[src/rtl/pfe_pkg.sv]
//------------------------------------------------------------------------------
// pfe_pkg
// Shared types and constants for the postfix expression evaluator.
//------------------------------------------------------------------------------
package pfe_pkg;

	localparam int STACK_DEPTH = 16;
	localparam int PTR_W       = $clog2(STACK_DEPTH);
	localparam int CNT_W       = $clog2(STACK_DEPTH + 1);

	localparam logic [1:0] CMD_NUM   = 2'd0;
	localparam logic [1:0] CMD_IDENT = 2'd1;
	localparam logic [1:0] CMD_OPER  = 2'd2;
	localparam logic [1:0] CMD_END   = 2'd3;

	localparam logic [3:0] OP_ADD = 4'd0;
	localparam logic [3:0] OP_SUB = 4'd1;
	localparam logic [3:0] OP_MUL = 4'd2;
	localparam logic [3:0] OP_DIV = 4'd3;
	localparam logic [3:0] OP_MOD = 4'd4;
	localparam logic [3:0] OP_LT  = 4'd5;
	localparam logic [3:0] OP_GT  = 4'd6;
	localparam logic [3:0] OP_GE  = 4'd7;
	localparam logic [3:0] OP_LE  = 4'd8;
	localparam logic [3:0] OP_EQ  = 4'd9;
	localparam logic [3:0] OP_NE  = 4'd10;
	localparam logic [3:0] OP_AND = 4'd11;
	localparam logic [3:0] OP_OR  = 4'd12;
	localparam logic [3:0] OP_ASG = 4'd13;
	localparam logic [3:0] OP_NEG = 4'd14;
	localparam logic [3:0] OP_NOT = 4'd15;

	localparam logic [2:0] ERR_NONE    = 3'd0;
	localparam logic [2:0] ERR_UNDER   = 3'd1;
	localparam logic [2:0] ERR_DIVZERO = 3'd2;
	localparam logic [2:0] ERR_ASSIGN  = 3'd3;
	localparam logic [2:0] ERR_OVER    = 3'd4;

	// controller -> datapath
	typedef struct packed {
		logic       load;    // capture token
		logic       rd_top;  // issue stack reads of top two
		logic       cap_ab;  // latch operands
		logic       exec;    // ALU op / push writeback
		logic       div_go;  // start divider
		logic       div_wb;  // write divider result
		logic       fin;     // end token: clear state
	} pfe_cmd_t;

	// datapath -> controller
	typedef struct packed {
		logic div_busy;
		logic is_div;
	} pfe_sts_t;

endpackage

[src/rtl/pfe_if.sv]
//------------------------------------------------------------------------------
// pfe_tok_if / pfe_res_if
// Valid/ready channels for tokens and results.
//------------------------------------------------------------------------------
interface pfe_tok_if;
	logic        valid;
	logic        ready;
	logic [1:0]  cmd;
	logic [3:0]  op_code;
	logic signed [31:0] number_value;
	modport source (output valid, cmd, op_code, number_value, input ready);
	modport sink   (input valid, cmd, op_code, number_value, output ready);
endinterface

interface pfe_res_if;
	logic        valid;
	logic        ready;
	logic signed [31:0] result_value;
	logic [2:0]  error_code;
	modport source (output valid, result_value, error_code, input ready);
	modport sink   (input valid, result_value, error_code, output ready);
endinterface

[src/rtl/postfix_expression_evaluator.sv]
// Postfix evaluator: each token passes through load, stack read, operand
// capture and execute; end tokens end in a finish step and emit one result
// word; div and mod run the one-bit-per-cycle divider before writeback.
// The stack is a 16-entry memory read through a registered port; no token
// is accepted while an earlier result word is still pending.
//------------------------------------------------------------------------------
// postfix_expression_evaluator
// RPN evaluator on a 32-bit operand stack with sticky error reporting.
//------------------------------------------------------------------------------
module postfix_expression_evaluator import pfe_pkg::*; (
	input  logic      clk,
	input  logic      arst_n,
	pfe_tok_if.sink   tok,
	pfe_res_if.source res
);
	pfe_cmd_t ctl;
	pfe_sts_t sts;

	pfe_ctrl u_ctrl (
		.clk(clk), .arst_n(arst_n),
		.in_valid(tok.valid), .in_ready(tok.ready), .in_cmd(tok.cmd),
		.out_valid(res.valid), .out_ready(res.ready),
		.sts(sts), .ctl(ctl)
	);

	pfe_datapath u_dp (
		.clk(clk), .arst_n(arst_n), .ctl(ctl),
		.cmd(tok.cmd), .op_code(tok.op_code), .number_value(tok.number_value),
		.sts(sts), .res_value(res.result_value), .res_error(res.error_code)
	);

`ifndef SYNTH
	a_one_cmd: assert property (@(posedge clk) disable iff (!arst_n)
		$onehot0({ctl.exec, ctl.div_go, ctl.div_wb, ctl.fin}))
		else $error("conflicting datapath commands");
	a_fin_valid: assert property (@(posedge clk) disable iff (!arst_n)
		ctl.fin |=> res.valid)
		else $error("end token produced no result");
	a_no_take_busy: assert property (@(posedge clk) disable iff (!arst_n)
		sts.div_busy |-> !tok.ready)
		else $error("token accepted during divide");
`endif
endmodule

[src/rtl/pfe_div.sv]
//------------------------------------------------------------------------------
// pfe_div
// Radix-2 restoring signed divider, one quotient bit per cycle.
//------------------------------------------------------------------------------
module pfe_div import pfe_pkg::*; (
	input  logic        clk,
	input  logic        arst_n,
	input  logic        start,
	input  logic [31:0] a,
	input  logic [31:0] b,
	output logic        busy,
	output logic [31:0] quo,
	output logic [31:0] rem
);
	logic [31:0] q_q, r_q, d_q;
	logic [5:0]  cnt_q;
	logic        qneg_q, rneg_q;
	logic [32:0] trial;

	assign trial = {r_q, q_q[31]} - {1'b0, d_q};

	always_ff @(posedge clk or negedge arst_n) begin
		if (!arst_n) begin
			cnt_q <= '0;
		end else if (start) begin
			cnt_q <= 6'd32;
		end else if (cnt_q != '0) begin
			cnt_q <= cnt_q - 6'd1;
		end
	end

	always_ff @(posedge clk) begin
		if (start) begin
			q_q    <= a[31] ? (32'd0 - a) : a;
			d_q    <= b[31] ? (32'd0 - b) : b;
			r_q    <= '0;
			qneg_q <= a[31] ^ b[31];
			rneg_q <= a[31];
		end else if (cnt_q != '0) begin
			if (!trial[32]) begin
				r_q <= trial[31:0];
				q_q <= {q_q[30:0], 1'b1};
			end else begin
				r_q <= {r_q[30:0], q_q[31]};
				q_q <= {q_q[30:0], 1'b0};
			end
		end
	end

	assign busy = (cnt_q != '0);
	assign quo  = qneg_q ? (32'd0 - q_q) : q_q;
	assign rem  = rneg_q ? (32'd0 - r_q) : r_q;
endmodule

[src/rtl/pfe_datapath.sv]
//------------------------------------------------------------------------------
// pfe_datapath
// Operand stack memory, count, error latch, ALU, divider and result register.
//------------------------------------------------------------------------------
module pfe_datapath import pfe_pkg::*; (
	input  logic        clk,
	input  logic        arst_n,
	input  pfe_cmd_t    ctl,
	input  logic [1:0]  cmd,
	input  logic [3:0]  op_code,
	input  logic [31:0] number_value,
	output pfe_sts_t    sts,
	output logic [31:0] res_value,
	output logic [2:0]  res_error
);
	logic [31:0] mem [STACK_DEPTH];
	logic [31:0] rd0_q, rd1_q, a_q, b_q;
	logic [1:0]  cmd_q;
	logic [3:0]  op_q;
	logic [31:0] num_q;
	logic [CNT_W-1:0] cnt_q;
	logic [2:0]  err_q;
	logic [PTR_W-1:0] top_idx, sec_idx, wr_idx;
	logic        wr_en;
	logic [31:0] wr_data, alu;
	logic        div_busy;
	logic [31:0] quo, rem;
	logic        is_unary, is_push;
	logic signed [31:0] sa, sb;

	assign top_idx  = PTR_W'(cnt_q - CNT_W'(1));
	assign sec_idx  = PTR_W'(cnt_q - CNT_W'(2));
	assign is_unary = (op_q == OP_NEG) || (op_q == OP_NOT);
	assign is_push  = (cmd_q == CMD_NUM) || (cmd_q == CMD_IDENT);
	assign sa = a_q;
	assign sb = b_q;

	always_ff @(posedge clk) begin
		if (ctl.load) begin
			cmd_q <= cmd;
			op_q  <= op_code;
			num_q <= number_value;
		end
		if (ctl.rd_top) begin
			rd0_q <= mem[top_idx];
			rd1_q <= mem[sec_idx];
		end
		if (ctl.cap_ab) begin
			b_q <= rd0_q;
			a_q <= rd1_q;
		end
		if (wr_en) mem[wr_idx] <= wr_data;
	end

	always_comb begin
		unique case (op_q)
			OP_ADD:  alu = a_q + b_q;
			OP_SUB:  alu = a_q - b_q;
			OP_LT:   alu = {31'd0, sa < sb};
			OP_GT:   alu = {31'd0, sa > sb};
			OP_GE:   alu = {31'd0, sa >= sb};
			OP_LE:   alu = {31'd0, sa <= sb};
			OP_EQ:   alu = {31'd0, a_q == b_q};
			OP_NE:   alu = {31'd0, a_q != b_q};
			OP_AND:  alu = {31'd0, (a_q != '0) && (b_q != '0)};
			OP_OR:   alu = {31'd0, (a_q != '0) || (b_q != '0)};
			OP_NEG:  alu = 32'd0 - b_q;
			OP_NOT:  alu = {31'd0, b_q == '0};
			default: alu = a_q * b_q;  // mul; div/mod go through the divider
		endcase
	end

	// writeback decision: no write after error, see count checks
	logic        ok_exec;
	logic [CNT_W-1:0] cnt_nx;
	logic [2:0]  err_nx;
	always_comb begin
		wr_en   = 1'b0;
		wr_idx  = top_idx;
		wr_data = alu;
		cnt_nx  = cnt_q;
		err_nx  = err_q;
		ok_exec = (err_q == ERR_NONE);
		if (ctl.exec && ok_exec) begin
			if (is_push) begin
				if (cnt_q == CNT_W'(STACK_DEPTH)) begin
					err_nx = ERR_OVER;
				end else begin
					wr_en   = 1'b1;
					wr_idx  = PTR_W'(cnt_q);
					wr_data = (cmd_q == CMD_NUM) ? num_q : 32'd0;
					cnt_nx  = cnt_q + CNT_W'(1);
				end
			end else if (is_unary) begin
				if (cnt_q == '0) err_nx = ERR_UNDER;
				else wr_en = 1'b1;
			end else if (cnt_q < CNT_W'(2)) begin
				err_nx = ERR_UNDER;
			end else if (op_q == OP_ASG) begin
				err_nx = ERR_ASSIGN;
			end else if (op_q == OP_DIV || op_q == OP_MOD) begin
				if (b_q == '0) err_nx = ERR_DIVZERO;
			end else begin
				wr_en  = 1'b1;
				wr_idx = sec_idx;
				cnt_nx = cnt_q - CNT_W'(1);
			end
		end
		if (ctl.div_wb) begin
			wr_en   = 1'b1;
			wr_idx  = sec_idx;
			wr_data = (op_q == OP_DIV) ? quo : rem;
			cnt_nx  = cnt_q - CNT_W'(1);
		end
		if (ctl.fin) begin
			cnt_nx = '0;
			err_nx = ERR_NONE;
		end
	end

	always_ff @(posedge clk or negedge arst_n) begin
		if (!arst_n) begin
			cnt_q <= '0;
			err_q <= ERR_NONE;
		end else begin
			cnt_q <= cnt_nx;
			err_q <= err_nx;
		end
	end

	always_ff @(posedge clk) begin
		if (ctl.fin) begin
			if (err_q != ERR_NONE) begin
				res_value <= '0;
				res_error <= err_q;
			end else if (cnt_q == '0) begin
				res_value <= '0;
				res_error <= ERR_UNDER;
			end else begin
				res_value <= rd0_q;
				res_error <= ERR_NONE;
			end
		end
	end

	pfe_div u_div (
		.clk(clk), .arst_n(arst_n), .start(ctl.div_go),
		.a(a_q), .b(b_q), .busy(div_busy), .quo(quo), .rem(rem)
	);

	// divider runs only when the op is legal
	assign sts.div_busy = div_busy;
	assign sts.is_div   = (cmd_q == CMD_OPER) && (op_q == OP_DIV || op_q == OP_MOD)
		&& (err_q == ERR_NONE) && (cnt_q >= CNT_W'(2)) && (b_q != '0);
endmodule

[src/rtl/pfe_ctrl.sv]
//------------------------------------------------------------------------------
// pfe_ctrl
// Token sequencer: load, stack read, operand capture, execute, divide or finish.
//------------------------------------------------------------------------------
module pfe_ctrl import pfe_pkg::*; (
	input  logic       clk,
	input  logic       arst_n,
	input  logic       in_valid,
	output logic       in_ready,
	input  logic [1:0] in_cmd,
	output logic       out_valid,
	input  logic       out_ready,
	input  pfe_sts_t   sts,
	output pfe_cmd_t   ctl
);
	localparam logic [2:0] S_IDLE = 3'd0;
	localparam logic [2:0] S_READ = 3'd1;
	localparam logic [2:0] S_CAP  = 3'd2;
	localparam logic [2:0] S_EXEC = 3'd3;
	localparam logic [2:0] S_DIV  = 3'd4;
	localparam logic [2:0] S_FIN  = 3'd5;

	logic [2:0] state_q, state_nx;
	logic       out_valid_q;
	logic       take;

	// a token may only enter once the result register is free
	assign in_ready = (state_q == S_IDLE) && !(out_valid_q && !out_ready);
	assign take     = in_valid && in_ready;
	assign out_valid = out_valid_q;

	always_comb begin
		ctl      = '0;
		state_nx = state_q;
		unique case (state_q)
			S_IDLE: begin
				ctl.load = take;
				if (take) state_nx = S_READ;
			end
			S_READ: begin
				ctl.rd_top = 1'b1;
				state_nx   = S_CAP;
			end
			S_CAP: begin
				ctl.cap_ab = 1'b1;
				state_nx   = S_EXEC;
			end
			S_EXEC: begin
				if (sts.is_div) begin
					ctl.div_go = 1'b1;
					state_nx   = S_DIV;
				end else begin
					ctl.exec = 1'b1;
					state_nx = S_IDLE;
				end
			end
			S_DIV: begin
				// divider is already busy in the first cycle of this state
				if (!sts.div_busy) begin
					ctl.div_wb = 1'b1;
					state_nx   = S_IDLE;
				end
			end
			S_FIN: begin
				ctl.fin  = 1'b1;
				state_nx = S_IDLE;
			end
			default: state_nx = S_IDLE;
		endcase
	end

	logic end_q;
	always_ff @(posedge clk or negedge arst_n) begin
		if (!arst_n) begin
			state_q       <= S_IDLE;
			out_valid_q   <= 1'b0;
			end_q         <= 1'b0;
		end else begin
			if (take) end_q <= (in_cmd == CMD_END);
			state_q <= (state_q == S_CAP && end_q) ? S_FIN : state_nx;
			if (state_q == S_FIN) out_valid_q <= 1'b1;
			else if (out_ready) out_valid_q <= 1'b0;
		end
	end
endmodule
[src/flat_wrapper.sv]
// flat-port wrapper written by rule: the top's interface ports become plain ports
module postfix_expression_evaluator_flat import pfe_pkg::*;
  (clk, arst_n, tok_valid, tok_cmd, tok_op_code, tok_number_value, tok_ready, res_valid, res_result_value, res_error_code, res_ready);
  pfe_tok_if tok_i ();
  pfe_res_if res_i ();
  input  logic clk;
  input  logic arst_n;
  input wire logic [$bits(tok_i.valid)-1:0] tok_valid;
  input wire logic [$bits(tok_i.cmd)-1:0] tok_cmd;
  input wire logic [$bits(tok_i.op_code)-1:0] tok_op_code;
  input wire logic [$bits(tok_i.number_value)-1:0] tok_number_value;
  output wire logic [$bits(tok_i.ready)-1:0] tok_ready;
  output wire logic [$bits(res_i.valid)-1:0] res_valid;
  output wire logic [$bits(res_i.result_value)-1:0] res_result_value;
  output wire logic [$bits(res_i.error_code)-1:0] res_error_code;
  input wire logic [$bits(res_i.ready)-1:0] res_ready;
  assign tok_i.valid = tok_valid;
  assign tok_i.cmd = tok_cmd;
  assign tok_i.op_code = tok_op_code;
  assign tok_i.number_value = tok_number_value;
  assign tok_ready = tok_i.ready;
  assign res_valid = res_i.valid;
  assign res_result_value = res_i.result_value;
  assign res_error_code = res_i.error_code;
  assign res_i.ready = res_ready;
  postfix_expression_evaluator u_core (.clk(clk), .arst_n(arst_n), .tok(tok_i), .res(res_i));
endmodule
[config.mk]
export PLATFORM = sky130hd
export DESIGN_NAME = postfix_expression_evaluator_flat
export DESIGN_NICKNAME = d
export VERILOG_FILES = /design/src/rtl/pfe_pkg.sv /design/src/rtl/pfe_if.sv /design/src/rtl/postfix_expression_evaluator.sv /design/src/rtl/pfe_div.sv /design/src/rtl/pfe_datapath.sv /design/src/rtl/pfe_ctrl.sv /design/src/flat_wrapper.sv
export SDC_FILE = /design/constraint.sdc
export NUM_CORES = 2
export LEC_CHECK = 0
export ABC_AREA = 1
export BUFFER_PORTS_ARGS = -buffer_cell sky130_fd_sc_hd__buf_2
export CORE_MARGIN = 2
export CORE_UTILIZATION = 55
export CTS_CLUSTER_DIAMETER = 150
export DETAILED_ROUTE_END_ITERATION = 7
export PLACE_DENSITY_LB_ADDON = 0.15
export RECOVER_POWER = 100
export REMOVE_ABC_BUFFERS = 1
export SYNTH_ARGS = -nofsm -noshare
export SYNTH_HDL_FRONTEND = slang
export SYNTH_SLANG_ARGS = --single-unit
[constraint.sdc]
create_clock -name clk -period 8.39 [get_ports clk]
set_clock_uncertainty 0.15 [all_clocks]
set_input_delay 0.4195 -clock clk [delete_from_list [all_inputs] [get_ports clk]]
set_output_delay 0.4195 -clock clk [all_outputs]
set_load 0.005 [all_outputs]
==> impl_metrics.env <==
export IMPL_die_h_um=344
export IMPL_root_buffer="clkbuf_16"
export IMPL_netlist_top_cells_area="edfxtp_1, fa_1, nand2_1"
export IMPL_grt_overflow_total=0
export IMPL_synthAdderAreaFrac=0.175
export IMPL_clkSinkCount=830
export IMPL_h_tree_depth=3
export IMPL_drc=0
export IMPL_hp_class="primary input to register"
export IMPL_initial_utilization=0.556
export IMPL_hpwlAfterDp_um=163000
export IMPL_die_w_um=344
export IMPL_setup_viol=0
export IMPL_syn_area_per_cell_um2=8.32
export IMPL_fillerInstances=10100
export IMPL_hold_violations=0
export IMPL_grt_max_degree=204
export IMPL_synthFlopType="edfxtp_1"
export IMPL_failed_checks="capacitance limit, slew limit"
export IMPL_io_buffer_count=78
export IMPL_rows=124
export IMPL_cts_tree="built"
export IMPL_synthDistinctLibCells=66
export IMPL_clk_latency_ns=0.75
export IMPL_end_kind="register"
export IMPL_grt_pass1_wl_um=335000
export IMPL_drt_initial_drc_count=6523
export IMPL_fmax_mhz=122
export IMPL_synth_top_cell_area_share=0.368
export IMPL_grt_pass1_vias=52800
export IMPL_synth_top_family_by_area="adder cells"
export IMPL_drive_gt1_frac=0.0579
export IMPL_finalMaxSlewViolations=691
export IMPL_cp_start_kind="register"
export IMPL_muxShareOfSynthArea=0.000177
export IMPL_gp_congestion=1.05
export IMPL_required_ns=8.57
export IMPL_die_area_um2=118000
export IMPL_grt_usage=0.386
export IMPL_path_class="register to register"
export IMPL_arrival_ns=8.40
export IMPL_worstMarginPinSlew_ns=4.31
export IMPL_syn_inst=7646
export IMPL_cap_violations=17
export IMPL_synth_xor_area_frac=0.0186
export IMPL_rsz0062_at_grt="false"
export IMPL_status="finished, violations left"
export IMPL_routed_wl_um=229000
export IMPL_synth_simple_gate_area_frac=0.164
export IMPL_period_minus_slack_ns=8.22
export IMPL_yosysWarnings=0
export IMPL_synth_compound_area_frac=0.150
export IMPL_core_um2=115000
export IMPL_via_per_inst=5.98
export IMPL_slew_headroom=-1.88
export IMPL_clk_pin_slew_worst_paths_ns=0.07
export IMPL_yosysTopAreaCell="edfxtp_1"
export IMPL_area_growth_pct=9.10
export IMPL_synth_edff_count=779
export IMPL_ys_seq_elements=830
export IMPL_period_share=0.980
export IMPL_firstDrtPassIters=6
export IMPL_antenna_found_initial=10
export IMPL_ys_async_sr_fraction=0.0229
export IMPL_cts_made_buffers=91
export IMPL_syn_area_um2=63600
export IMPL_finalSetupTns_ns=0
export IMPL_cts_buffer_depth=3
export IMPL_layout_nets=8322
export IMPL_num_io_pins=79
export IMPL_multi_input_area_um2=32300
export IMPL_routed_via_count=55200
export IMPL_worstPathMaxFanout=73
export IMPL_synth_seq_area_share=0.385
export IMPL_wire_per_inst_um=24.8
export IMPL_seq_area_um2=24500
export IMPL_ant_nets=0
## layout by cell type (no fill, tap or decap), types with 16 or more instances in the layout
master	synthesis	final
a21o_1	20	20
a21oi_1	481	481
buf_12	0	16
buf_2	20	36
buf_4	10	141
clkbuf_1	343	78
clkbuf_16	0	91
clkbuf_2	2	27
clkinv_1	5	19
clkinv_2	2	18
dfrtp_1	19	17
dfxtp_1	32	32
dlygate4sd3_1	0	40
edfxtp_1	779	779
fa_1	411	411
ha_1	230	230
inv_1	1351	1349
nand2_1	1392	1392
nand3_1	327	328
nand4_1	61	61
nor2_1	612	603
nor3_1	54	60
nor4_1	17	16
o211ai_1	128	128
o21ai_0	844	852
o21bai_1	18	18
o221ai_1	63	63
o22ai_1	73	73
or2_2	20	20
xnor2_1	31	30
xor2_1	104	104
## state kept, by name (all words and copies together), names as in the netlist
name                      cells
u_core.u_dp.res_error         3
u_core.u_dp.a_q              32
u_core.u_ctrl.state_q         3
u_core.u_dp.u_div.qneg_q      1
u_core.u_dp.err_q             3
u_core.u_ctrl.end_q           1
u_core.u_dp.u_div.rneg_q      1
u_core.u_ctrl.out_valid       1
u_core.u_dp.u_div.r_q        32
u_core.u_dp.mem             512
u_core.u_dp.num_q            32
u_core.u_dp.res_value        32
u_core.u_dp.cnt_q             5
u_core.u_dp.op_q              4
u_core.u_dp.cmd_q             2
u_core.u_dp.rd0_q            32
u_core.u_dp.u_div.q_q        32
u_core.u_dp.u_div.d_q        32
u_core.u_dp.rd1_q            32
u_core.u_dp.b_q              32
u_core.u_dp.u_div.cnt_q       6
## synth_stat cells, types with 11 or more instances
cell and n:
edfxtp_1 779, dfrtp_1 19, nor3_1 54, nor4_1 17
o211ai_1 128, o21ai_1 18, o21bai_1 18, nor2_1 612
buf_2 20, inv_1 1351, nand3_1 327, xor2_1 104
a21boi_0 11, o22ai_1 73, ha_1 230, fa_1 411
a21oi_1 481, xnor2_1 31, nand2_1 1392, o221ai_1 63
clkbuf_1 343, buf_1 50, dfxtp_1 32, or2_2 20
o21ai_0 844, a21o_1 20, nand4_1 61
## worst paths after layout
path	start	end	slack [ns]	cells after the start
max in group asynchronous	arst_n	u_core.u_dp.cnt_q[1]	6.93	2
setup reg to reg	u_core.u_dp.cnt_q[1]	u_core.u_dp.mem[10][25]	0.17	9
hold reg to reg	u_core.u_dp.rd1_q[17]	u_core.u_dp.a_q[17]	0.27	0
setup / recovery	u_core.u_dp.cnt_q[1]	u_core.u_dp.mem[10][25]	0.17	9
min in group asynchronous	arst_n	u_core.u_dp.u_div.cnt_q[2]	0.27	2
hold / removal	tok_number_value[14]	u_core.u_dp.num_q[14]	0.24	2
## worst max-delay path: stages (launching register included)
cell and delay [ns]:
dfrtp_4 0.69, clkinvlp_2 0.18, clkbuf_1 2.73, ha_1 0.91
inv_6 0.61, o21ai_0 0.28, inv_1 0.13, nand3_1 0.25
nor2_2 1.17, clkbuf_4 0.70
## cells by family (layout without fill, tap and decap cells)
kind of cell,Yosys count,in the layout
AO/OA/AOI/OAI,1711,1711
XOR/XNOR,135,135
AND/OR/NAND/NOR,2531,2531
flip-flops,830,830
other,0,4
adder cells (fa/ha/maj),641,641
buffers and inverters,1797,1865
multiplexers,1,1
## metal layers
| metal | wire [um] | track usage |
|---|---|---|
| met1 | 88100 | 0.512 |
| met2 | 103000 | 0.607 |
| met3 | 22900 | 0.0658 |
| met4 | 14800 | 0.211 |
| met5 | 26 | 0 |
## cell type report
| type | instances | area share |
|---|---|---|
| flip-flops and latches | 830 | 0.353 |
| well taps | 1512 | 0.0273 |
| repair buffers | 329 | 0.0341 |
| multi-input cells | 5019 | 0.466 |
| clock buffers | 105 | 0.0337 |
| diodes | 4 | 0.000144 |
| clock inverters | 63 | 0.0116 |
| inverters | 1368 | 0.0743 |
## timing repair
| item | 4_1_cts | 5_1_grt |
|---|---|---|
| endpoints found under the setup margin | 0 | 113 |
| hold endpoints to repair | 59 | 0 |
| hold buffers | 40 | 0 |
| setup buffers | 0 | 10 |
| gates resized for setup | 0 | 1 |
## per-stage QoR
stage	utilization	hold slack [ns]	setup WS, ns	area (um2)	instances
6_report	0.606	0.241	0.168	69400	9230
5_1_grt	0.606	0.223	0.000338	69400	9226
4_1_cts	0.608	0.00831	0.204	69600	9216
3_5_place_dp	0.577	0.244	0.288	66000	9008
3_3_place_gp	0.577	0.247	0.380	66000	9008
2_1_floorplan	-	-0.0261	-18.82	61900	7217
Power is not shown: default switching activity piles up to over one toggle a cycle in this logic, so the estimate is an artifact.
